### config.mk
export PLATFORM = sky130hd
export DESIGN_NAME = mat3_multiply_transpose
export DESIGN_NICKNAME = d
export VERILOG_FILES = /design/src/sv/m3mt_pkg.sv /design/src/sv/m3mt_ram.sv /design/src/sv/m3mt_seq.sv /design/src/sv/m3mt_datapath.sv /design/src/sv/mat3_multiply_transpose.sv
export SDC_FILE = /design/constraint.sdc
export NUM_CORES = 2
export LEC_CHECK = 0
export BUFFER_PORTS_ARGS = -buffer_cell sky130_fd_sc_hd__buf_2
export CORE_ASPECT_RATIO = 1.75
export CORE_UTILIZATION = 50
export CTS_BUF_LIST = sky130_fd_sc_hd__clkbuf_2 sky130_fd_sc_hd__clkbuf_4 sky130_fd_sc_hd__clkbuf_8
export DETAILED_ROUTE_END_ITERATION = 12
export GPL_ROUTABILITY_DRIVEN = 0
export GPL_TIMING_DRIVEN = 0
export PLACE_DENSITY = 0.66
export SLEW_MARGIN = 25
export SYNTH_ARGS = -nofsm -noshare
export SYNTH_HDL_FRONTEND = slang
export SYNTH_SLANG_ARGS = --single-unit
### constraint.sdc
create_clock -name clock -period 12.3 [get_ports clock]
set_input_delay 0.615 -clock clock [delete_from_list [all_inputs] [get_ports clock]]
set_output_delay 0.615 -clock clock [all_outputs]
set_load 0.02 [all_outputs]
### src/sv/m3mt_pkg.sv
// Shared types, codes and constants for the 3x3 matrix multiply/transpose block.
// Used by every module of the block except m3mt_ram; depends on nothing else.
package m3mt_pkg;

   // default arithmetic configuration
   localparam int DATA_WIDTH_DEF = 32;
   localparam int FRAC_BITS_DEF  = 16;

   // fixed field and matrix geometry
   localparam int FIELD_W   = 32;
   localparam int INDEX_W   = 4;
   localparam int NDIM      = 3;
   localparam int NELEM     = NDIM * NDIM;
   localparam int ADDR_W    = $clog2(NELEM);
   localparam int CNT_W     = 2;
   localparam int TDATA_W   = 40;
   localparam int TUSER_W   = 2;

   // item kinds carried on req_tuser
   typedef enum logic [1:0] {
      ACT_LOAD_A = 2'd0,
      ACT_LOAD_B = 2'd1,
      ACT_MUL    = 2'd2,
      ACT_XPOSE  = 2'd3
   } action_type;

   // sequencer states
   typedef enum logic [1:0] {
      ST_IDLE,
      ST_READ,
      ST_WAIT
   } state_type;

   // one memory read issued by the sequencer
   typedef struct packed {
      logic rd_vld;
      logic first;
      logic last;
      logic xpose;
   } issue_type;

   // tag of the result element under work
   typedef struct packed {
      logic [INDEX_W-1:0] index;
      logic               last;
   } elem_type;

   // stored element width: loads carry at most FIELD_W bits
   function automatic int elem_width(input int dw);
      return (dw < FIELD_W) ? dw : FIELD_W;
   endfunction

endpackage

### src/sv/m3mt_ram.sv
// Generic simple dual-port RAM: one write port, one read port, registered read.
// Stand-alone; no package dependency.
module m3mt_ram #(
   parameter int WIDTH = 32,
   parameter int DEPTH = 9
) (
   input  logic                     clock,
   input  logic                     wr_en,
   input  logic [$clog2(DEPTH)-1:0] wr_addr,
   input  logic [WIDTH-1:0]         wr_data,
   input  logic                     rd_en,
   input  logic [$clog2(DEPTH)-1:0] rd_addr,
   output logic [WIDTH-1:0]         rd_data
);

   logic [WIDTH-1:0] mem_ff [0:DEPTH-1];

   // write port
   always_ff @(posedge clock) begin
      if (wr_en) begin
         mem_ff[wr_addr] <= wr_data;
      end
   end

   // registered read port
   always_ff @(posedge clock) begin
      if (rd_en) begin
         rd_data <= mem_ff[rd_addr];
      end
   end

endmodule

### src/sv/m3mt_seq.sv
// Sequencer: takes input transfers, writes loads into the matrix memories and
// walks the nine result elements, issuing reads. Depends on m3mt_pkg.
module m3mt_seq (
   input  logic                          clock,
   input  logic                          reset,
   input  logic                          req_tvalid,
   output logic                          req_tready,
   input  logic [m3mt_pkg::TUSER_W-1:0]  req_action,
   input  logic [m3mt_pkg::INDEX_W-1:0]  req_index,
   output logic                          a_wr_en,
   output logic                          b_wr_en,
   output logic [m3mt_pkg::ADDR_W-1:0]   wr_addr,
   output logic [m3mt_pkg::ADDR_W-1:0]   a_rd_addr,
   output logic [m3mt_pkg::ADDR_W-1:0]   b_rd_addr,
   output m3mt_pkg::issue_type           issue,
   output m3mt_pkg::elem_type            elem,
   input  logic                          elem_load
);

   localparam logic [m3mt_pkg::CNT_W-1:0]  LAST_CNT = m3mt_pkg::CNT_W'(m3mt_pkg::NDIM - 1);
   localparam logic [m3mt_pkg::ADDR_W-1:0] DIM_A    = m3mt_pkg::ADDR_W'(m3mt_pkg::NDIM);
   localparam logic [m3mt_pkg::INDEX_W-1:0] LAST_POS =
      m3mt_pkg::INDEX_W'(m3mt_pkg::NELEM - 1);
   localparam logic [m3mt_pkg::INDEX_W-1:0] MAX_IDX  = LAST_POS;

   m3mt_pkg::state_type        state_ff, state_in;
   m3mt_pkg::action_type       action;
   logic [m3mt_pkg::CNT_W-1:0] col_ff, row_ff, k_ff;
   logic                       xpose_ff;
   logic                       accept;
   logic                       start;
   logic                       load_ok;
   logic                       last_k;
   logic [m3mt_pkg::INDEX_W-1:0] pos;

   assign action  = m3mt_pkg::action_type'(req_action);
   assign accept  = req_tvalid && req_tready;
   assign start   = accept && (action inside {m3mt_pkg::ACT_MUL, m3mt_pkg::ACT_XPOSE});
   assign load_ok = accept && (action inside {m3mt_pkg::ACT_LOAD_A, m3mt_pkg::ACT_LOAD_B})
                    && (req_index <= MAX_IDX);
   assign last_k  = xpose_ff || (k_ff == LAST_CNT);
   assign pos     = m3mt_pkg::INDEX_W'(m3mt_pkg::ADDR_W'(col_ff) * DIM_A
                                       + m3mt_pkg::ADDR_W'(row_ff));

   // next state
   always_comb begin
      state_in = state_ff;
      case (state_ff)
         m3mt_pkg::ST_IDLE: begin
            if (start) begin
               state_in = m3mt_pkg::ST_READ;
            end
         end
         m3mt_pkg::ST_READ: begin
            if (last_k) begin
               state_in = m3mt_pkg::ST_WAIT;
            end
         end
         m3mt_pkg::ST_WAIT: begin
            if (elem_load) begin
               state_in = (pos == LAST_POS) ? m3mt_pkg::ST_IDLE : m3mt_pkg::ST_READ;
            end
         end
         default: state_in = m3mt_pkg::ST_IDLE;
      endcase
   end

   // outputs
   always_comb begin
      req_tready   = (state_ff == m3mt_pkg::ST_IDLE);
      a_wr_en      = load_ok && (action == m3mt_pkg::ACT_LOAD_A);
      b_wr_en      = load_ok && (action == m3mt_pkg::ACT_LOAD_B);
      wr_addr      = m3mt_pkg::ADDR_W'(req_index);
      issue.rd_vld = (state_ff == m3mt_pkg::ST_READ);
      issue.first  = (k_ff == '0);
      issue.last   = last_k;
      issue.xpose  = xpose_ff;
      elem.index   = pos;
      elem.last    = (pos == LAST_POS);
      // transpose reads A at row*3+col; multiply reads A at k*3+row, B at col*3+k
      if (xpose_ff) begin
         a_rd_addr = m3mt_pkg::ADDR_W'(row_ff) * DIM_A + m3mt_pkg::ADDR_W'(col_ff);
      end else begin
         a_rd_addr = m3mt_pkg::ADDR_W'(k_ff) * DIM_A + m3mt_pkg::ADDR_W'(row_ff);
      end
      b_rd_addr = m3mt_pkg::ADDR_W'(col_ff) * DIM_A + m3mt_pkg::ADDR_W'(k_ff);
   end

   // state register
   always_ff @(posedge clock) begin
      if (reset) begin
         state_ff <= m3mt_pkg::ST_IDLE;
      end else begin
         state_ff <= state_in;
      end
   end

   // element and term counters
   always_ff @(posedge clock) begin
      if (reset) begin
         col_ff   <= '0;
         row_ff   <= '0;
         k_ff     <= '0;
         xpose_ff <= 1'b0;
      end else begin
         case (state_ff)
            m3mt_pkg::ST_IDLE: begin
               if (start) begin
                  col_ff   <= '0;
                  row_ff   <= '0;
                  k_ff     <= '0;
                  xpose_ff <= (action == m3mt_pkg::ACT_XPOSE);
               end
            end
            m3mt_pkg::ST_READ: begin
               if (!last_k) begin
                  k_ff <= k_ff + 1'b1;
               end
            end
            m3mt_pkg::ST_WAIT: begin
               // advance to the next element in column-major order
               if (elem_load) begin
                  k_ff <= '0;
                  if (row_ff == LAST_CNT) begin
                     row_ff <= '0;
                     col_ff <= col_ff + 1'b1;
                  end else begin
                     row_ff <= row_ff + 1'b1;
                  end
               end
            end
            default: begin
               k_ff <= '0;
            end
         endcase
      end
   end

   // an element leaves the datapath only while the sequencer waits for it
   a_load_in_wait: assert property (@(posedge clock) disable iff (reset)
      elem_load |-> (state_ff == m3mt_pkg::ST_WAIT))
      else $error("element loaded outside wait state");

   // no memory write while a read sequence is running
   a_no_wr_in_run: assert property (@(posedge clock) disable iff (reset)
      (a_wr_en || b_wr_en) |-> (state_ff == m3mt_pkg::ST_IDLE))
      else $error("memory write during read sequence");

   // the final read of an element is followed by no read until it is loaded
   a_one_elem: assert property (@(posedge clock) disable iff (reset)
      (issue.rd_vld && issue.last) |=> !issue.rd_vld)
      else $error("read issued before element completed");

endmodule

### src/sv/m3mt_datapath.sv
// Datapath: multiply stage, accumulator, shift and saturation, and the result
// output register. Depends on m3mt_pkg.
module m3mt_datapath #(
   parameter int DATA_WIDTH = m3mt_pkg::DATA_WIDTH_DEF,
   parameter int FRAC_BITS  = m3mt_pkg::FRAC_BITS_DEF
) (
   input  logic                                         clock,
   input  logic                                         reset,
   input  m3mt_pkg::issue_type                          issue,
   input  m3mt_pkg::elem_type                           elem,
   input  logic signed [m3mt_pkg::elem_width(DATA_WIDTH)-1:0] a_rd_data,
   input  logic signed [m3mt_pkg::elem_width(DATA_WIDTH)-1:0] b_rd_data,
   output logic                                         elem_load,
   output logic                                         rsp_tvalid,
   input  logic                                         rsp_tready,
   output logic [m3mt_pkg::INDEX_W-1:0]                 rsp_index,
   output logic [m3mt_pkg::FIELD_W-1:0]                 rsp_value,
   output logic                                         rsp_last
);

   localparam int ELEM_W = m3mt_pkg::elem_width(DATA_WIDTH);
   localparam int PROD_W = 2 * ELEM_W;
   localparam int ACC_W  = PROD_W + 2;
   localparam int EXT_W  = ACC_W + m3mt_pkg::FIELD_W;
   localparam logic signed [ACC_W-1:0] SAT_MAX =
      {{(ACC_W - DATA_WIDTH + 1){1'b0}}, {(DATA_WIDTH - 1){1'b1}}};
   localparam logic signed [ACC_W-1:0] SAT_MIN = ~SAT_MAX;

   // stage flags
   logic s1_vld_ff, s1_first_ff, s1_last_ff, s1_xpose_ff;
   logic s2_vld_ff, s2_first_ff, s2_last_ff, s2_xpose_ff;
   logic done_ff, s3_xpose_ff;

   logic signed [PROD_W-1:0] prod_ff, prod_in;
   logic signed [ACC_W-1:0]  acc_ff, acc_in;
   logic signed [ACC_W-1:0]  shifted, sat, val;
   logic signed [EXT_W-1:0]  ext;
   logic                     rsp_vld_ff, rsp_vld_in;

   // align control with the registered memory read, then with the product
   always_ff @(posedge clock) begin
      if (reset) begin
         s1_vld_ff <= 1'b0;
         s2_vld_ff <= 1'b0;
      end else begin
         s1_vld_ff <= issue.rd_vld;
         s2_vld_ff <= s1_vld_ff;
      end
      s1_first_ff <= issue.first;
      s1_last_ff  <= issue.last;
      s1_xpose_ff <= issue.xpose;
      s2_first_ff <= s1_first_ff;
      s2_last_ff  <= s1_last_ff;
      s2_xpose_ff <= s1_xpose_ff;
   end

   // multiply, or pass the A element for a transpose
   assign prod_in = s1_xpose_ff ? PROD_W'(a_rd_data) : a_rd_data * b_rd_data;

   always_ff @(posedge clock) begin
      if (s1_vld_ff) begin
         prod_ff <= prod_in;
      end
   end

   // accumulate the three terms of a dot product; a transpose element is a single term
   assign acc_in = s2_first_ff ? ACC_W'(prod_ff) : acc_ff + ACC_W'(prod_ff);

   always_ff @(posedge clock) begin
      if (s2_vld_ff) begin
         acc_ff <= acc_in;
      end
      if (s2_vld_ff && s2_last_ff) begin
         s3_xpose_ff <= s2_xpose_ff;
      end
   end

   // hold a finished element until the output register takes it
   always_ff @(posedge clock) begin
      if (reset) begin
         done_ff <= 1'b0;
      end else if (s2_vld_ff && s2_last_ff) begin
         done_ff <= 1'b1;
      end else if (elem_load) begin
         done_ff <= 1'b0;
      end
   end

   // floor shift and saturate to DATA_WIDTH; a transposed element passes as is
   always_comb begin
      shifted = acc_ff >>> FRAC_BITS;
      if (shifted > SAT_MAX) begin
         sat = SAT_MAX;
      end else if (shifted < SAT_MIN) begin
         sat = SAT_MIN;
      end else begin
         sat = shifted;
      end
      val = s3_xpose_ff ? acc_ff : sat;
      ext = EXT_W'(val);
   end

   // output register
   assign elem_load  = done_ff && (!rsp_vld_ff || rsp_tready);
   assign rsp_vld_in = elem_load || (rsp_vld_ff && !rsp_tready);

   always_ff @(posedge clock) begin
      if (reset) begin
         rsp_vld_ff <= 1'b0;
      end else begin
         rsp_vld_ff <= rsp_vld_in;
      end
      if (elem_load) begin
         rsp_value <= ext[m3mt_pkg::FIELD_W-1:0];
         rsp_index <= elem.index;
         rsp_last  <= elem.last;
      end
   end

   assign rsp_tvalid = rsp_vld_ff;

   // a new element starts only after the previous one has left the accumulator
   a_first_clear: assert property (@(posedge clock) disable iff (reset)
      (s2_vld_ff && s2_first_ff) |-> !done_ff)
      else $error("accumulator overwritten before element taken");

   // the output becomes valid only from a finished element
   a_rsp_from_done: assert property (@(posedge clock) disable iff (reset)
      $rose(rsp_vld_ff) |-> $past(done_ff))
      else $error("result valid without finished element");

   // every read in the first stage moves on to the second stage and the accumulator
   a_pipe_flow: assert property (@(posedge clock) disable iff (reset)
      s1_vld_ff |=> s2_vld_ff)
      else $error("read lost in pipeline");

endmodule

### src/sv/mat3_multiply_transpose.sv
// Top level of the 3x3 fixed-point matrix multiply and transpose block.
// Depends on m3mt_pkg, m3mt_ram, m3mt_seq and m3mt_datapath.
//
// Two 3x3 matrices A and B live in two small memories, column-major
// (index = column*3+row), and are loaded one element per input transfer
// (tuser 0 loads A, 1 loads B; an index above 8 is dropped). A multiply transfer
// (tuser 2) returns the nine elements of A*B in index order, each a dot product
// summed exactly, floor-shifted right by FRAC_BITS and saturated to a signed
// DATA_WIDTH value; a transpose transfer (tuser 3) returns A transposed. The ninth
// result carries tlast. Each multiply element takes three reads through the single
// read port of each memory into one shared multiplier, then passes the read,
// multiply and accumulate stages; a transpose element takes one read of A. The
// reads of the next element start only once the previous element has entered the
// output register, so a stalled output holds the sequence. The next input
// transfer is taken once the ninth result sits in the output register. Reading an
// element that was never loaded returns an undefined value.
module mat3_multiply_transpose #(
   parameter int DATA_WIDTH = m3mt_pkg::DATA_WIDTH_DEF,
   parameter int FRAC_BITS  = m3mt_pkg::FRAC_BITS_DEF
) (
   input  logic                          clock,
   input  logic                          reset,
   input  logic                          req_tvalid,
   output logic                          req_tready,
   // [3:0] element_index, [35:4] element_value, [39:36] zero
   input  logic [m3mt_pkg::TDATA_W-1:0]  req_tdata,
   // [1:0] action
   input  logic [m3mt_pkg::TUSER_W-1:0]  req_tuser,
   output logic                          rsp_tvalid,
   input  logic                          rsp_tready,
   // [3:0] result_index, [35:4] result_value, [39:36] zero
   output logic [m3mt_pkg::TDATA_W-1:0]  rsp_tdata,
   output logic                          rsp_tlast
);

   localparam int ELEM_W = m3mt_pkg::elem_width(DATA_WIDTH);
   localparam int VAL_LO = m3mt_pkg::INDEX_W;
   localparam int PAD_W  = m3mt_pkg::TDATA_W - m3mt_pkg::INDEX_W - m3mt_pkg::FIELD_W;

   logic                          a_wr_en, b_wr_en;
   logic [m3mt_pkg::ADDR_W-1:0]   wr_addr, a_rd_addr, b_rd_addr;
   logic [ELEM_W-1:0]             wr_data, a_rd_data, b_rd_data;
   m3mt_pkg::issue_type           issue;
   m3mt_pkg::elem_type            elem;
   logic                          elem_load;
   logic [m3mt_pkg::INDEX_W-1:0]  rsp_index;
   logic [m3mt_pkg::FIELD_W-1:0]  rsp_value;

   // keep the low element bits of a loaded value
   assign wr_data = req_tdata[VAL_LO +: ELEM_W];

   m3mt_seq u_seq (
      .clock      (clock),
      .reset      (reset),
      .req_tvalid (req_tvalid),
      .req_tready (req_tready),
      .req_action (req_tuser),
      .req_index  (req_tdata[m3mt_pkg::INDEX_W-1:0]),
      .a_wr_en    (a_wr_en),
      .b_wr_en    (b_wr_en),
      .wr_addr    (wr_addr),
      .a_rd_addr  (a_rd_addr),
      .b_rd_addr  (b_rd_addr),
      .issue      (issue),
      .elem       (elem),
      .elem_load  (elem_load)
   );

   m3mt_ram #(
      .WIDTH (ELEM_W),
      .DEPTH (m3mt_pkg::NELEM)
   ) u_ram_a (
      .clock   (clock),
      .wr_en   (a_wr_en),
      .wr_addr (wr_addr),
      .wr_data (wr_data),
      .rd_en   (issue.rd_vld),
      .rd_addr (a_rd_addr),
      .rd_data (a_rd_data)
   );

   m3mt_ram #(
      .WIDTH (ELEM_W),
      .DEPTH (m3mt_pkg::NELEM)
   ) u_ram_b (
      .clock   (clock),
      .wr_en   (b_wr_en),
      .wr_addr (wr_addr),
      .wr_data (wr_data),
      .rd_en   (issue.rd_vld),
      .rd_addr (b_rd_addr),
      .rd_data (b_rd_data)
   );

   m3mt_datapath #(
      .DATA_WIDTH (DATA_WIDTH),
      .FRAC_BITS  (FRAC_BITS)
   ) u_datapath (
      .clock      (clock),
      .reset      (reset),
      .issue      (issue),
      .elem       (elem),
      .a_rd_data  (a_rd_data),
      .b_rd_data  (b_rd_data),
      .elem_load  (elem_load),
      .rsp_tvalid (rsp_tvalid),
      .rsp_tready (rsp_tready),
      .rsp_index  (rsp_index),
      .rsp_value  (rsp_value),
      .rsp_last   (rsp_tlast)
   );

   // pack the result transfer
   assign rsp_tdata = {{PAD_W{1'b0}}, rsp_value, rsp_index};

endmodule
==> results.cfg <==
[cells_and_area]
mostFrequentLayoutCell = sky130_fd_sc_hd__fa_1
area_taken_by_multi_input_logic_gates_um2 = 42000
fin_nets = 7771
layout-drive-gt1-share = 0.0937
layout.area.seq_um2 = 24700
layout.cells.most_common_list = sky130_fd_sc_hd__fa_1, sky130_fd_sc_hd__inv_1, sky130_fd_sc_hd__edfxtp_1
fill_cells = 12200
synthToLayoutAreaGrowth_pct = 9.09

[synth]
yosysSeqAreaShare = 0.345
synth_top_area_frac = 0.339
synth_seq_cells = 827
number_of_synthesized_flops_with_an_enable_pin = 808
ys_async_sr_fraction = 0
synth-main-ff-cell = sky130_fd_sc_hd__edfxtp_1
synth_warnings = 0
yosys-top-cells-area = sky130_fd_sc_hd__edfxtp_1, sky130_fd_sc_hd__fa_1, sky130_fd_sc_hd__inv_1
syn_area_um2 = 71500
syn-mean-instance-area_um2 = 11.7
netlist.top_cell.by_area = sky130_fd_sc_hd__edfxtp_1
synth.lib_cells_used.distinct = 83
postSynthCellCount = 6114

[timing]
timing.final.setup_violations = 0
slew-limit-headroom = 0.148
whs_ns = 0.0566
timing.final.crit_period_ns = 10.23
grt_setup_unrepaired = no
tightestPinTransition_ns = 1.28
fmax_mhz = 97.7
finalClockSkew_ns = 0.0664
slew_violations = 0
setup_tns_ns = 0
timing.final.hold_violations = 0
finalCritPeriodShare = 0.832

[place]
detailedPlacementHpwl_um = 193000
buffers_added_on_ports = 80

[run_status]
failed_checks = design-rule violations
status = finished, violations left

[job]
max_cap_violations = 0

[route]
drc = 48
wl_per_instance_um = 30.2
wl_um = 252000
dr_total_vias = 49900
dr.pass1.iters = 12
via_count_normalized_by_instance_count = 5.98
final_antenna_net_count = 0
detail_route.iter0.violations = 4747

[critical_path]
worstPathRequired_ns = 12.87
crit_path_end_kind = flip-flop
regToRegEndpoint = u_datapath.prod_ff[56]
timing.rr.start = u_ram_b.rd_data[5]
maximum_fanout_along_the_worst_path = 10
worstRegToRegCells = 25
r2r_slack_ns = 2.07
worst_ep_arrival_time_ns = 10.81
timing.setup.critical_path_class = reg2reg
startpoint_class_of_the_critical_path = flip-flop

[min_path]
min_path_cells = 4
min_to = u_datapath.rsp_tvalid
hold_path.class = in2reg
min_from = rsp_tready

[clock_network]
insertion_delay_ns = 0.89
cts_sinks = 827
cts.htree.levels = 3
clk_root_buffer_cell = sky130_fd_sc_hd__clkbuf_8
cts_tree = done
cts-root-to-sink-buffers = 3
cts_setup_buffers = 0
clk_pin_slew_worst_paths_ns = 0.07
cts_buffers = 115

[global_routing]
pin_count_of_the_biggest_net_entering_global_routing = 59
via_count_of_the_first_global_routing_pass = 53300
use_met3 = 0.122
gr-usage-all-layers = 0.364
gr-usage-met2 = 0.606
grt.met1_usage = 0.350
gr_ovfl_total = 0
grt_pass1_wl_um = 364000
initial_antenna_violation_count = 35
grt_most_used_layer = met2

[floorplan]
die_h_um = 502
core_um2 = 142000
dieWidth_um = 288
floorplan.initialDensity = 0.504
die_area_um2 = 145000
num_rows = 183
floorplan.io_pins = 89
==> state kept, by name, summed over array words and instances, names as in the netlist, 2 cells and up <==
signal	count
u_datapath.prod_ff	64
u_datapath.acc_ff	66
u_datapath.rsp_value	32
u_seq.row_ff	2
u_ram_b.mem_ff	288
u_ram_a.rd_data	32
u_ram_a.mem_ff	288
u_seq.col_ff	2
u_ram_b.rd_data	32
u_seq.state_ff	2
u_datapath.rsp_index	4
u_seq.k_ff	2
==> through the flow <==
step	cell area, um^2	util	setup slack (ns)	std cells
2_1_floorplan	71500	-	4.52	6117
3_3_place_gp	74200	0.523	2.40	8047
3_5_place_dp	75200	0.530	2.31	8098
4_1_cts	77700	0.547	2.31	8309
5_1_grt	77900	0.549	1.60	8323
6_report	78000	0.549	2.07	8350
==> worst max-delay path, stage by stage, from the launching register on <==
cell	delay (ns)
sky130_fd_sc_hd__edfxtp_1	1.05
sky130_fd_sc_hd__clkbuf_1	1.00
sky130_fd_sc_hd__nand2_1	0.33
sky130_fd_sc_hd__inv_1	0.17
sky130_fd_sc_hd__fa_1	0.40
sky130_fd_sc_hd__inv_1	0.24
sky130_fd_sc_hd__fa_1	0.47
sky130_fd_sc_hd__inv_1	0.25
sky130_fd_sc_hd__fa_1	0.50
sky130_fd_sc_hd__fa_1	0.90
sky130_fd_sc_hd__inv_1	0.44
sky130_fd_sc_hd__fa_1	0.61
sky130_fd_sc_hd__inv_1	0.06
sky130_fd_sc_hd__fa_1	0.55
sky130_fd_sc_hd__fa_1	0.44
sky130_fd_sc_hd__fa_1	0.47
sky130_fd_sc_hd__ha_1	0.27
sky130_fd_sc_hd__buf_2	0.16
sky130_fd_sc_hd__a21o_1	0.16
sky130_fd_sc_hd__a21oi_1	0.20
sky130_fd_sc_hd__o21ai_0	0.16
sky130_fd_sc_hd__o31ai_1	0.38
sky130_fd_sc_hd__a21boi_2	0.14
sky130_fd_sc_hd__o21a_1	0.22
sky130_fd_sc_hd__o211ai_1	0.19
sky130_fd_sc_hd__o311ai_1	0.15
==> cell families after synthesis <==
kind of cell / Yosys count / synth area share
XOR/XNOR: 125 / 0.0153
buffers and inverters: 1330 / 0.0702
multiplexers: 212 / 0.0523
flip-flops: 827 / 0.345
adder cells (fa/ha/maj): 1352 / 0.351
other: 1 / 0.0000525
AO/OA/AOI/OAI: 682 / 0.0575
AND/OR/NAND/NOR: 1585 / 0.109
==> worst max-delay path by stage <==
stage                             end                start  slack (ns)  depth (start not counted)
2_1_floorplan  u_datapath.prod_ff[61]  u_ram_a.rd_data[31]        4.52                         23
3_3_place_gp   u_datapath.prod_ff[62]   u_ram_b.rd_data[5]        2.40                         25
5_1_grt        u_datapath.prod_ff[63]   u_ram_b.rd_data[5]        1.60                         25
4_1_cts        u_datapath.prod_ff[59]   u_ram_b.rd_data[5]        2.31                         25
6_report       u_datapath.prod_ff[56]   u_ram_b.rd_data[5]        2.07                         25
3_5_place_dp   u_datapath.prod_ff[59]   u_ram_b.rd_data[5]        2.31                         25
==> Yosys cell counts, drive strengths merged (10+ instances only) <==
cell	n
o211ai	16
dfxtp	19
a211oi	14
nand2	668
and2	519
xor2	47
xnor2	78
inv	1016
nor3	33
o31ai	15
fa	1089
o21a	18
clkbuf	280
a21boi	10
buf	34
o21ai	186
edfxtp	808
nor2	183
nor2b	21
mux2	11
a21o	46
nand3	37
nor3b	10
ha	263
mux2i	73
mux4	128
nand2b	28
a31oi	15
a21oi	279
nand4	31
o21bai	26
==> timing repair <==
action	in CTS	in global routing
resized for setup	0	0
hold endpoints to repair	3	0
hold buffers	1	0
==> layer usage <==
layer  wire, um  part of all wire
met1      73100              0.29
met2     124000              0.49
met3      24800             0.098
met4      30200              0.12
met5        127           0.00050
==> final cells by class <==
| type | instances | share of cell area |
|---|---|---|
| flip-flops and latches | 827 | 0.316 |
| clock buffers | 146 | 0.0233 |
| multi-input cells | 3960 | 0.539 |
| clock inverters | 64 | 0.00878 |
| inverters | 1016 | 0.0489 |
| plain buffers | 314 | 0.0166 |
| repair buffers | 139 | 0.0170 |
| diodes | 34 | 0.00109 |
| well taps | 1850 | 0.0297 |
Power is not shown: default switching activity piles up to over one toggle a cycle in this logic, so the estimate is an artifact.
